File: config.mk
export PLATFORM = sky130hd
export DESIGN_NAME = sparse_brick_slot_table
export DESIGN_NICKNAME = d
export VERILOG_FILES = /design/src/rtl/core/sbst_pkg.sv /design/src/rtl/core/sparse_brick_slot_table.sv /design/src/rtl/core/sbst_ram.sv
export SDC_FILE = /design/constraint.sdc
export NUM_CORES = 1
export LEC_CHECK = 0
export BUFFER_PORTS_ARGS = -buffer_cell sky130_fd_sc_hd__clkbuf_2
export CAP_MARGIN = 20
export CORE_ASPECT_RATIO = 0.75
export CORE_MARGIN = 2
export CORE_UTILIZATION = 40
export CTS_CLUSTER_DIAMETER = 100
export CTS_CLUSTER_SIZE = 28
export DETAILED_ROUTE_END_ITERATION = 8
export PLACE_DENSITY = 0.64
export SLEW_MARGIN = 15
export SYNTH_ARGS = -nofsm -noshare
export SYNTH_HDL_FRONTEND = slang
export SYNTH_HIERARCHICAL = 1
export SYNTH_SLANG_ARGS = --single-unit
File: constraint.sdc
create_clock -name aclk -period 4.8 [get_ports aclk]
set_input_delay 0 -clock aclk [delete_from_list [all_inputs] [get_ports aclk]]
set_output_delay 0 -clock aclk [all_outputs]
set_load 0.005 [all_outputs]
File: src/rtl/core/sbst_pkg.sv
// Shared types and constants of the sparse brick slot table.
package sbst_pkg;

    // Field widths of the transfers
    localparam int POS_W      = 6;
    localparam int SLOT_W     = 6;
    localparam int ACTION_W   = 2;
    localparam int MAP_BITS   = 64;
    localparam int USED_W     = 7;
    localparam int S_TDATA_W  = 72;
    localparam int M_TDATA_W  = 88;

    // Action codes carried by the input transfer
    localparam logic [ACTION_W-1:0] ACT_LOOKUP = 2'd0;
    localparam logic [ACTION_W-1:0] ACT_CREATE = 2'd1;
    localparam logic [ACTION_W-1:0] ACT_DELETE = 2'd2;

    // Sequencer states
    typedef enum logic [2:0] {
        ST_IDLE,
        ST_LOOK,
        ST_STAT,
        ST_SCAN,
        ST_MOVE
    } sbst_state_t;

endpackage

File: src/rtl/core/sparse_brick_slot_table.sv
// Top level of the sparse brick slot table: sequencer, allocation mask and slot store.
//
// Maps the brick positions of one sector to dense storage slots held in a small
// RAM; the allocation mask in flip-flops marks which entries are valid, so reset
// needs no clearing pass. A lookup or lookup-with-create goes in order: the
// transfer is taken, then the slot store read returns and the result is loaded
// into the output register. A status result (empty delete mask, delete that
// leaves nothing, unused action) is loaded into the output register after the
// transfer is taken. A delete walks the positions through the single read port
// of the slot store: after the transfer is taken it skips each position without
// a survivor, one per cycle, up to the highest survivor, and for each survivor
// reads the old slot, then emits the move and writes the new slot. Each result
// waits while the result side holds m_tready low.
module sparse_brick_slot_table
    import sbst_pkg::*;
#(
    parameter int BRICKS_PER_SECTOR = 64
) (
    input  logic                 aclk,
    input  logic                 aresetn,
    // Input channel
    input  logic                 s_tvalid,
    output logic                 s_tready,
    input  logic [S_TDATA_W-1:0] s_tdata,   // action[1:0], brick_pos[7:2], delete_mask[71:8]
    // Result channel
    output logic                 m_tvalid,
    input  logic                 m_tready,
    output logic [M_TDATA_W-1:0] m_tdata,   // found[0], slot[6:1], move_from[12:7],
                                            // move_to[18:13], alloc_mask[82:19], zero[87:83]
    output logic                 m_tuser,   // is_move
    output logic                 m_tlast
);

    localparam int AW = (BRICKS_PER_SECTOR > 1) ? $clog2(BRICKS_PER_SECTOR) : 1;
    localparam logic [MAP_BITS-1:0] PosMask = (BRICKS_PER_SECTOR >= MAP_BITS) ? '1 :
        ((MAP_BITS'(1) << BRICKS_PER_SECTOR) - MAP_BITS'(1));
    localparam logic [USED_W-1:0] Bricks = USED_W'(BRICKS_PER_SECTOR);

    // Input field split
    logic [ACTION_W-1:0] in_action;
    logic [POS_W-1:0]    in_pos;
    logic [MAP_BITS-1:0] in_dmask;

    assign in_action = s_tdata[ACTION_W-1:0];
    assign in_pos    = s_tdata[ACTION_W+POS_W-1:ACTION_W];
    assign in_dmask  = s_tdata[ACTION_W+POS_W+MAP_BITS-1:ACTION_W+POS_W] & PosMask;

    // Control state
    sbst_state_t         state_reg, state_next;
    logic [ACTION_W-1:0] act_reg, act_next;
    logic [POS_W-1:0]    pos_reg, pos_next;
    logic [MAP_BITS-1:0] rem_reg, rem_next;
    logic [MAP_BITS-1:0] alloc_reg, alloc_next;
    logic [USED_W-1:0]   used_reg, used_next;
    logic                out_valid_reg, out_valid_next;

    // Result payload
    logic                out_found_reg, out_found_next;
    logic [SLOT_W-1:0]   out_slot_reg, out_slot_next;
    logic                out_move_reg, out_move_next;
    logic [SLOT_W-1:0]   out_from_reg, out_from_next;
    logic [SLOT_W-1:0]   out_to_reg, out_to_next;
    logic [MAP_BITS-1:0] out_alloc_reg, out_alloc_next;
    logic                out_last_reg, out_last_next;
    logic                out_load;

    // Slot store port signals
    logic              ram_we;
    logic              ram_re;
    logic [AW-1:0]     ram_raddr;
    logic [SLOT_W-1:0] ram_wdata;
    logic [SLOT_W-1:0] ram_rdata;

    logic              accept;
    logic              out_free;
    logic              pos_in_range;
    logic [MAP_BITS-1:0] keep;

    assign accept       = s_tvalid && s_tready;
    assign out_free     = !out_valid_reg || m_tready;
    assign pos_in_range = {1'b0, pos_reg} < Bricks;
    assign keep         = alloc_reg & ~in_dmask;

    sbst_ram #(
        .WIDTH (SLOT_W),
        .DEPTH (BRICKS_PER_SECTOR)
    ) u_slot_ram (
        .clk   (aclk),
        .we    (ram_we),
        .waddr (pos_reg[AW-1:0]),
        .wdata (ram_wdata),
        .re    (ram_re),
        .raddr (ram_raddr),
        .rdata (ram_rdata)
    );

    // Sequencer: next state, store accesses and result assembly
    always_comb begin
        state_next     = state_reg;
        act_next       = act_reg;
        pos_next       = pos_reg;
        rem_next       = rem_reg;
        alloc_next     = alloc_reg;
        used_next      = used_reg;
        s_tready       = 1'b0;
        ram_we         = 1'b0;
        ram_re         = 1'b0;
        ram_raddr      = pos_reg[AW-1:0];
        ram_wdata      = used_reg[SLOT_W-1:0];
        out_load       = 1'b0;
        out_found_next = 1'b0;
        out_slot_next  = '0;
        out_move_next  = 1'b0;
        out_from_next  = '0;
        out_to_next    = '0;
        out_alloc_next = alloc_reg;
        out_last_next  = 1'b1;

        case (state_reg)
            ST_IDLE: begin
                s_tready = 1'b1;
                if (accept) begin
                    act_next = in_action;
                    pos_next = in_pos;
                    case (in_action)
                        ACT_LOOKUP, ACT_CREATE: begin
                            ram_re     = 1'b1;
                            ram_raddr  = in_pos[AW-1:0];
                            state_next = ST_LOOK;
                        end
                        ACT_DELETE: begin
                            if (in_dmask != '0) begin
                                alloc_next = keep;
                                rem_next   = keep;
                                used_next  = '0;
                                pos_next   = '0;
                                state_next = (keep != '0) ? ST_SCAN : ST_STAT;
                            end else begin
                                state_next = ST_STAT;
                            end
                        end
                        default: begin
                            state_next = ST_STAT;
                        end
                    endcase
                end
            end

            ST_LOOK: begin
                if (out_free) begin
                    out_load = 1'b1;
                    if (pos_in_range && alloc_reg[pos_reg]) begin
                        out_found_next = 1'b1;
                        out_slot_next  = ram_rdata;
                    end else if (act_reg == ACT_CREATE && pos_in_range
                                 && used_reg < Bricks) begin
                        // Hand the next free slot to the missing brick
                        out_found_next      = 1'b1;
                        out_slot_next       = used_reg[SLOT_W-1:0];
                        ram_we              = 1'b1;
                        alloc_next[pos_reg] = 1'b1;
                        used_next           = used_reg + USED_W'(1);
                    end
                    out_alloc_next = alloc_next;
                    state_next     = ST_IDLE;
                end
            end

            ST_STAT: begin
                if (out_free) begin
                    out_load   = 1'b1;
                    state_next = ST_IDLE;
                end
            end

            ST_SCAN: begin
                // Read the old slot of a survivor, skip the other positions
                if (rem_reg[pos_reg]) begin
                    ram_re     = 1'b1;
                    state_next = ST_MOVE;
                end else begin
                    pos_next = pos_reg + POS_W'(1);
                end
            end

            ST_MOVE: begin
                if (out_free) begin
                    out_load          = 1'b1;
                    out_move_next     = 1'b1;
                    out_from_next     = ram_rdata;
                    out_to_next       = used_reg[SLOT_W-1:0];
                    ram_we            = 1'b1;
                    rem_next[pos_reg] = 1'b0;
                    out_last_next     = (rem_next == '0);
                    used_next         = used_reg + USED_W'(1);
                    pos_next          = pos_reg + POS_W'(1);
                    state_next        = (rem_next == '0) ? ST_IDLE : ST_SCAN;
                end
            end

            default: begin
                state_next = ST_IDLE;
            end
        endcase

        // Output register: load a new transfer or drop the one taken
        if (out_load) begin
            out_valid_next = 1'b1;
        end else if (m_tready) begin
            out_valid_next = 1'b0;
        end else begin
            out_valid_next = out_valid_reg;
        end
    end

    // Control registers
    always_ff @(posedge aclk) begin
        if (!aresetn) begin
            state_reg     <= ST_IDLE;
            act_reg       <= ACT_LOOKUP;
            pos_reg       <= '0;
            rem_reg       <= '0;
            alloc_reg     <= '0;
            used_reg      <= '0;
            out_valid_reg <= 1'b0;
        end else begin
            state_reg     <= state_next;
            act_reg       <= act_next;
            pos_reg       <= pos_next;
            rem_reg       <= rem_next;
            alloc_reg     <= alloc_next;
            used_reg      <= used_next;
            out_valid_reg <= out_valid_next;
        end
    end

    // Result payload, held while the transfer waits
    always_ff @(posedge aclk) begin
        if (out_load) begin
            out_found_reg <= out_found_next;
            out_slot_reg  <= out_slot_next;
            out_move_reg  <= out_move_next;
            out_from_reg  <= out_from_next;
            out_to_reg    <= out_to_next;
            out_alloc_reg <= out_alloc_next;
            out_last_reg  <= out_last_next;
        end
    end

    assign m_tvalid = out_valid_reg;
    assign m_tdata  = {5'd0, out_alloc_reg, out_to_reg, out_from_reg, out_slot_reg,
                       out_found_reg};
    assign m_tuser  = out_move_reg;
    assign m_tlast  = out_last_reg;

`ifndef SYNTHESIS
    // No brick is ever recorded beyond the sector
    assert property (@(posedge aclk) disable iff (!aresetn)
        (alloc_reg & ~PosMask) == '0)
        else $error("allocation mask holds a position beyond the sector");

    // The slot count never passes the sector size
    assert property (@(posedge aclk) disable iff (!aresetn)
        used_reg <= Bricks)
        else $error("slot count exceeds sector size");

    // Between operations the slot count matches the allocation mask
    assert property (@(posedge aclk) disable iff (!aresetn)
        state_reg == ST_IDLE |-> used_reg == USED_W'($countones(alloc_reg)))
        else $error("slot count disagrees with allocation mask");

    // The final move of a delete returns the sequencer to idle
    assert property (@(posedge aclk) disable iff (!aresetn)
        (state_reg == ST_MOVE && out_load && out_last_next) |=> state_reg == ST_IDLE)
        else $error("sequencer did not finish after the final move");
`endif

endmodule

File: src/rtl/core/sbst_ram.sv
// Generic single-write, single-read RAM with registered read data.
module sbst_ram #(
    parameter int WIDTH = 6,
    parameter int DEPTH = 64
) (
    input  logic                                  clk,
    input  logic                                  we,
    input  logic [(DEPTH > 1 ? $clog2(DEPTH) : 1)-1:0] waddr,
    input  logic [WIDTH-1:0]                      wdata,
    input  logic                                  re,
    input  logic [(DEPTH > 1 ? $clog2(DEPTH) : 1)-1:0] raddr,
    output logic [WIDTH-1:0]                      rdata
);

    logic [WIDTH-1:0] mem [DEPTH];

    // Write port, and read port that holds its data when not enabled
    always_ff @(posedge clk) begin
        if (we) begin
            mem[waddr] <= wdata;
        end
        if (re) begin
            rdata <= mem[raddr];
        end
    end

endmodule

Word level (Yosys, flattened, before mapping)
Memory sizes are Yosys's and may differ from the RTL's. A register that Yosys moved wholly into a read port is not among the register bits.
Index checks and enable logic that the tools add are counted.
{"block": "op_classes", "addsub": 2, "order_cmp": 3, "eq_ne": 17, "n_mux": 60, "bitwise_logic": 5, "n_reduce_logical": 26}
{"operator": "2-to-1 mux 64 bit", "count": 8}
{"operator": "case mux 64 bit (2 select lines)", "count": 2}
{"operator": "AND 64 bit", "count": 2}
{"operator": "NOT 64 bit", "count": 2}
{"operator": "nonzero test 64 bit", "count": 2}
{"operator": "zero test 64 bit", "count": 1}
{"operator": "OR 64 bit", "count": 1}
{"operator": "2-to-1 mux 6 bit", "count": 10}
{"operator": "2-to-1 mux 7 bit", "count": 7}
{"operator": "case mux 7 bit (3 select lines)", "count": 1}
{"operator": "2-to-1 mux 1 bit", "count": 19}
{"operator": "case mux 6 bit (3 select lines)", "count": 1}
{"operator": "!= test 2 bit (second input constant)", "count": 8}
{"operator": "binary-select mux 1 bit (select 6 bit)", "count": 2}
{"operator": "2-to-1 mux 3 bit", "count": 4}
{"operator": "case mux 3 bit (4 select lines)", "count": 1}
{"operator": "AND reduction 4 bit", "count": 3}
{"operator": "AND reduction 8 bit", "count": 1}
{"operator": "adder 7 x 1 -> 7 bit (second input constant)", "count": 1}
{"operator": "less-than comparator 6 x 7 -> 1 bit (second input constant)", "count": 1}
{"operator": "less-than comparator 7 bit (second input constant)", "count": 1}
{"operator": "adder 6 x 1 -> 6 bit (second input constant)", "count": 1}
{"operator": "demux 1 bit (select 6 bit)", "count": 1}
{"operator": "== test 3 x 2 -> 1 bit (second input constant)", "count": 2}
{"operator": "20 further kinds", "count": 31}
{"block": "word_totals", "reg_bits": 232, "ramBits": 384, "input_bits": 76, "output_inout_bits": 92, "memories": 1}
{"memory": "u_slot_ram.mem", "depth": 64, "width": 6, "rd": 1, "rd_ports_with_merged_regs": 1, "write_ports": 1, "line": "sbst_ram.sv:15", "text": "logic [WIDTH-1:0] mem [DEPTH];"}

Longest topological paths before layout
{"block": "logic_depth", "depth_word": 10, "mapped_depth": 14, "mapped_depth_nobuf": 10}

Modules after synthesis
Netlist, hierarchy kept.
{"module": "sbst_ram", "n_inst": 1, "cells_each": 707, "area_each_um2": 15224.6, "seq_area_each_um2": 11711.2}
{"module": "sparse_brick_slot_table", "n_inst": 1, "cells_each": 1301, "area_each_um2": 11778.8, "seq_area_each_um2": 5495.3}

Worst setup path before layout
No wires, ideal clock.
{"block": "synth_timing", "path_type": "reg2reg", "start": "register state_reg[0]", "end": "register out_last_reg, in the netlist m_tlast (enable)", "arrival_ns": 3.091, "required_ns": 4.347, "path_slack_ns": 1.256, "stages_incl_launch_ff": 7, "path_buffers": 2, "period_less_slack_ns": 3.544, "cell_sequence": "dfxtp_1 -> nor2_1 -> nand2_1 -> clkbuf_1 -> clkbuf_1 -> o21ai_0 -> and2_1"}
{"block": "synth_between", "elab_chain_len": 3}
{"element": "from (decl)", "line": "sparse_brick_slot_table.sv:49", "text": "sbst_state_t state_reg, state_next;"}
{"element": "from (signal assigned)", "line": "sparse_brick_slot_table.sv:227", "text": "state_reg <= state_next;"}
{"element": "== test 3 bit, or another cell as far along", "line": "sparse_brick_slot_table.sv:119", "text": "case (state_reg)"}
{"element": "OR reduction 3 bit (no source line) *"}
{"element": "2-to-1 mux 1 bit *"}
{"element": "net out_load", "line": "sparse_brick_slot_table.sv:65", "text": "logic out_load;"}
{"element": "to (signal assigned)", "line": "sparse_brick_slot_table.sv:246", "text": "out_last_reg <= out_last_next;"}
{"element": "to (decl)", "line": "sparse_brick_slot_table.sv:64", "text": "logic out_last_reg, out_last_next;"}
The timed path passes the listed nets; every way through them passes the cells marked *.
A chain may end at the register's enable or synchronous reset.

Worst setup path after layout
{"block": "layout_timing", "start": "register pos_reg[1]", "end": "memory u_slot_ram.mem[50][4] (enable)"}
{"block": "layout_between", "elab_chain_len": 7}
{"element": "from (decl)", "line": "sparse_brick_slot_table.sv:51", "text": "logic [POS_W-1:0] pos_reg, pos_next;"}
{"element": "from (signal assigned)", "line": "sparse_brick_slot_table.sv:229", "text": "pos_reg <= pos_next;"}
{"element": "binary-select mux 1 bit (select 6 bit)", "line": "sparse_brick_slot_table.sv:152", "text": "if (pos_in_range && alloc_reg[pos_reg]) begin"}
{"element": "2-to-1 mux 1 bit (not written as such)", "line": "sparse_brick_slot_table.sv:152"}
{"element": "2-to-1 mux 1 bit", "line": "sparse_brick_slot_table.sv:152"}
{"element": "2-to-1 mux 1 bit", "line": "sparse_brick_slot_table.sv:150", "text": "if (out_free) begin"}
{"element": "case mux 1 bit (2 select lines)", "line": "sparse_brick_slot_table.sv:119"}
{"element": "net ram_we", "line": "sparse_brick_slot_table.sv:68", "text": "logic ram_we;"}
{"element": "2-to-1 mux 1 bit", "line": "sbst_ram.sv:19", "text": "if (we) begin"}
{"element": "2-to-1 mux 1 bit (not written as such)", "line": "sbst_ram.sv:20", "text": "mem[waddr] <= wdata;"}
{"element": "to (decl)", "line": "sbst_ram.sv:15"}
The timed path passes the listed nets, and every way through them passes these cells. The select of a mux whose other input is x is not followed.

==> results_dict.tcl <==
set metrics [dict create \
    cp_num_buf_inv 3 \
    synth_compound_area_share_pct 9.86 \
    largest_reg_flops 384 \
    die_area_um2 69600 \
    cts-root-buf "clkbuf_16" \
    synth_fa_ha_area_share_pct 0.0927 \
    viasPerCell 6.13 \
    hp-class "in2reg" \
    drt-initial-drc-count 3039 \
    cts-htree-levels 1 \
    cts_resized 0 \
    detailedPlacementHpwl_um 56000 \
    place_congestion 1.07 \
    initial_utilization_pct 40.4 \
    ys_types 71 \
    syn_inst 2008 \
    period_share_pct 88.0 \
    num_rows 82 \
    wire_per_inst_um 26.3 \
    hold_path_depth 4 \
    synth_edf_count 475 \
    drv_cap 0 \
    cts.sinks 622 \
    die-width_um 304 \
    leakagePower_nw 10.8 \
    crit_cells 12 \
    rsz0062_at_grt "false" \
    setup_tns_ns 0 \
    post_dp_cell_area_um2 28800 \
    post-route-util_pct 45.5 \
    drt_wl_total_um 82000 \
    synth_warnings 6 \
    worstSkewPairLatency_ns 0.61 \
    final_common_cell "edfxtp_1" \
    crit_chain "nand2b_1 > o22ai_1 > o31ai_1 > buf_4 > or4b_1 > nor3_4 > nor2_1 > inv_1 > nor2b_1 > nand2_1 > buf_4 > nor2_1" \
    ys_async_sr_fraction_pct 0 \
    core_um2 66800 \
    grt_pass1_wl_um 120000 \
    slew_headroom_pct 30.8 \
    period_needed_ns 4.22 \
    muxShareOfSynthArea_pct 11.0 \
    grt_pass1_vias 17900 \
    ys_seq_area_share_pct 63.7 \
    outcome "finished, final reports clean" \
    reg2reg_depth 12 \
    critPathSlowestCell "dfxtp_2" \
    ys_seq_elements 622 \
    worstPathRequired_ns 5.05 \
    synthFlopType "edfxtp_1" \
    cts_buffers 26 \
    finalHoldViolCount 0 \
    power_mw 10.4 \
    slowest_delay_ns 0.61 \
    crit_path_end_kind "flip-flop" \
    clockBufferDepth 3 \
    fmax_mhz 237 \
    fp.dieH_um 229 \
    antenna_found_initial 1 \
    syn_area_per_cell_um2 13.4 \
    ant_nets 0 \
    grt_max_degree 76 \
    syn_area_um2 27000 \
    largest_register "u_slot_ram/mem" \
    cts_tree "done" \
    crit_type "reg2reg" \
    synth_xor_xnor_area_share_pct 0.0649 \
    drt_pass1_iterations 6 \
    post_cts_buffers 0 \
    setup_viol 0 \
    yosys.area_share.simple_pct 12.2 \
    path_max_fanout 22 \
    final_cell_area_um2 30400 \
    num-nets-final 2285 \
    synth_top_family_by_area "simple AND/OR/NAND/NOR gates" \
    ios 168 \
    cts_hold_buf 77 \
    grt-ovfl-total 0 \
    num_vias 19100 \
    track_usage_pct 22.8 \
    arrival_ns 4.47 \
    start_kind "flip-flop" \
    tightest_slew_ns 1.03 \
    drive_gt1_share_pct 18.3 \
    area_growth_pct 12.5 \
    port_buffers 162 \
    cpLargestDelayFamily "simple AND/OR/NAND/NOR gates" \
    power.density_nw_per_um2 342 \
    route.detailed.drc 0 \
    cts.clk_slew.worst_paths_ns 0.10 \
    fin_skew_ns 0.0252 \
    mostFrequentLayoutCells "475 x edfxtp_1, 221 x nor2_1, 163 x clkbuf_2, 139 x dfxtp_1, 120 x nand2_1" \
    maxSlewViolCount 0 \
    vdd_drop_max_v 0.000243 \
]
stage by stage:
stage | std cells | hold WS (ns) | worst slack, ns
finish | 3111 | 0.0529 | 0.577
global route | 3109 | 0.0564 | 0.345
CTS | 3108 | 0.0142 | 0.672
detailed placement | 2983 | 0.322 | 0.694
global placement | 2983 | 0.319 | 0.822
floorplan | 2012 | 0.136 | 1.26
worst reg2reg max path, stage by stage, from the launching register on:
cell and delay [ns]:
dfxtp_2 0.61, nand2b_1 0.28, o22ai_1 0.11, o31ai_1 0.40, buf_4 0.18, or4b_1 0.51
nor3_4 0.25, nor2_1 0.17, inv_1 0.17, nor2b_1 0.28, nand2_1 0.26, buf_4 0.26
nor2_1 0.41
logic make-up after synthesis:
family | after synthesis
xor+xnor | 2
flops | 622
compound gates | 402
fa+ha+maj | 2
buf+inv | 165
simple gates | 657
mux | 157
other cells | 1
cells in the mapped netlist, types with 5 or more instances:
master,instances,area (um2)
a221o_1,5,50.1
o21ai_1,30,150
buf_1,7,26.3
nand2_1,121,454
o22ai_1,12,75.1
a21o_1,62,465
nand4_1,26,163
nor2_1,221,830
buf_4,16,120
or3_1,7,43.8
o21ai_0,119,596
or3b_2,7,61.3
o211ai_1,9,67.6
nand3b_1,12,90.1
dfxtp_1,147,2940
mux4_2,106,2390
buf_6,16,180
and3_1,74,463
a22oi_1,72,541
clkbuf_1,82,308
nand3_1,27,135
a221oi_1,10,87.6
nor4_1,39,244
o221ai_1,7,61.3
nor3_1,6,30.0
a31oi_1,7,43.8
mux2i_1,44,440
a211oi_1,7,52.6
a22o_1,6,52.6
buf_2,27,135
a21oi_1,25,125
inv_1,15,56.3
edfxtp_1,475,14300
nor3b_1,6,45.0
nor2b_1,71,444
nand2b_1,8,50.1
and2_1,17,106
routing by layer:
metal  routed length [um]  track usage, %  up-vias
met1                36000            35.1     9572
met4                 2320            5.57        0
li1                     -               -     8111
met5                    0               0        -
met2                33500            31.5     1223
met3                10200            6.59      158
final timing paths:
check,start,slack [ns],endpoint
setup / recovery,pos_reg[1],0.58,u_slot_ram/mem[50][4]
hold / removal,s_tdata[4],0.05,pos_reg[2]
setup reg to reg,pos_reg[1],0.58,u_slot_ram/mem[50][4]
hold reg to reg,used_reg[6],0.50,used_reg[6]
final cells by class:
type                    count  area, um2
multi-input cells        1225       9020
flip-flops and latches    622      17200
clock buffers              47        752
well taps                 882       1100
diodes                      2       5.00
inverters                  16       60.1
fillers                  5952      36400
repair buffers            316       2190
clock inverters             1       20.0
report_power, final:
group	switching, mW	internal, mW	leakage [nW]	total (mW)
registers	0.104	5.96	5.79	6.06
clock network	1.62	1.09	0.369	2.71
logic	0.989	0.612	4.68	1.60
total	2.72	7.66	10.8	10.4
Note: power is estimated with default switching activity, not from simulation.
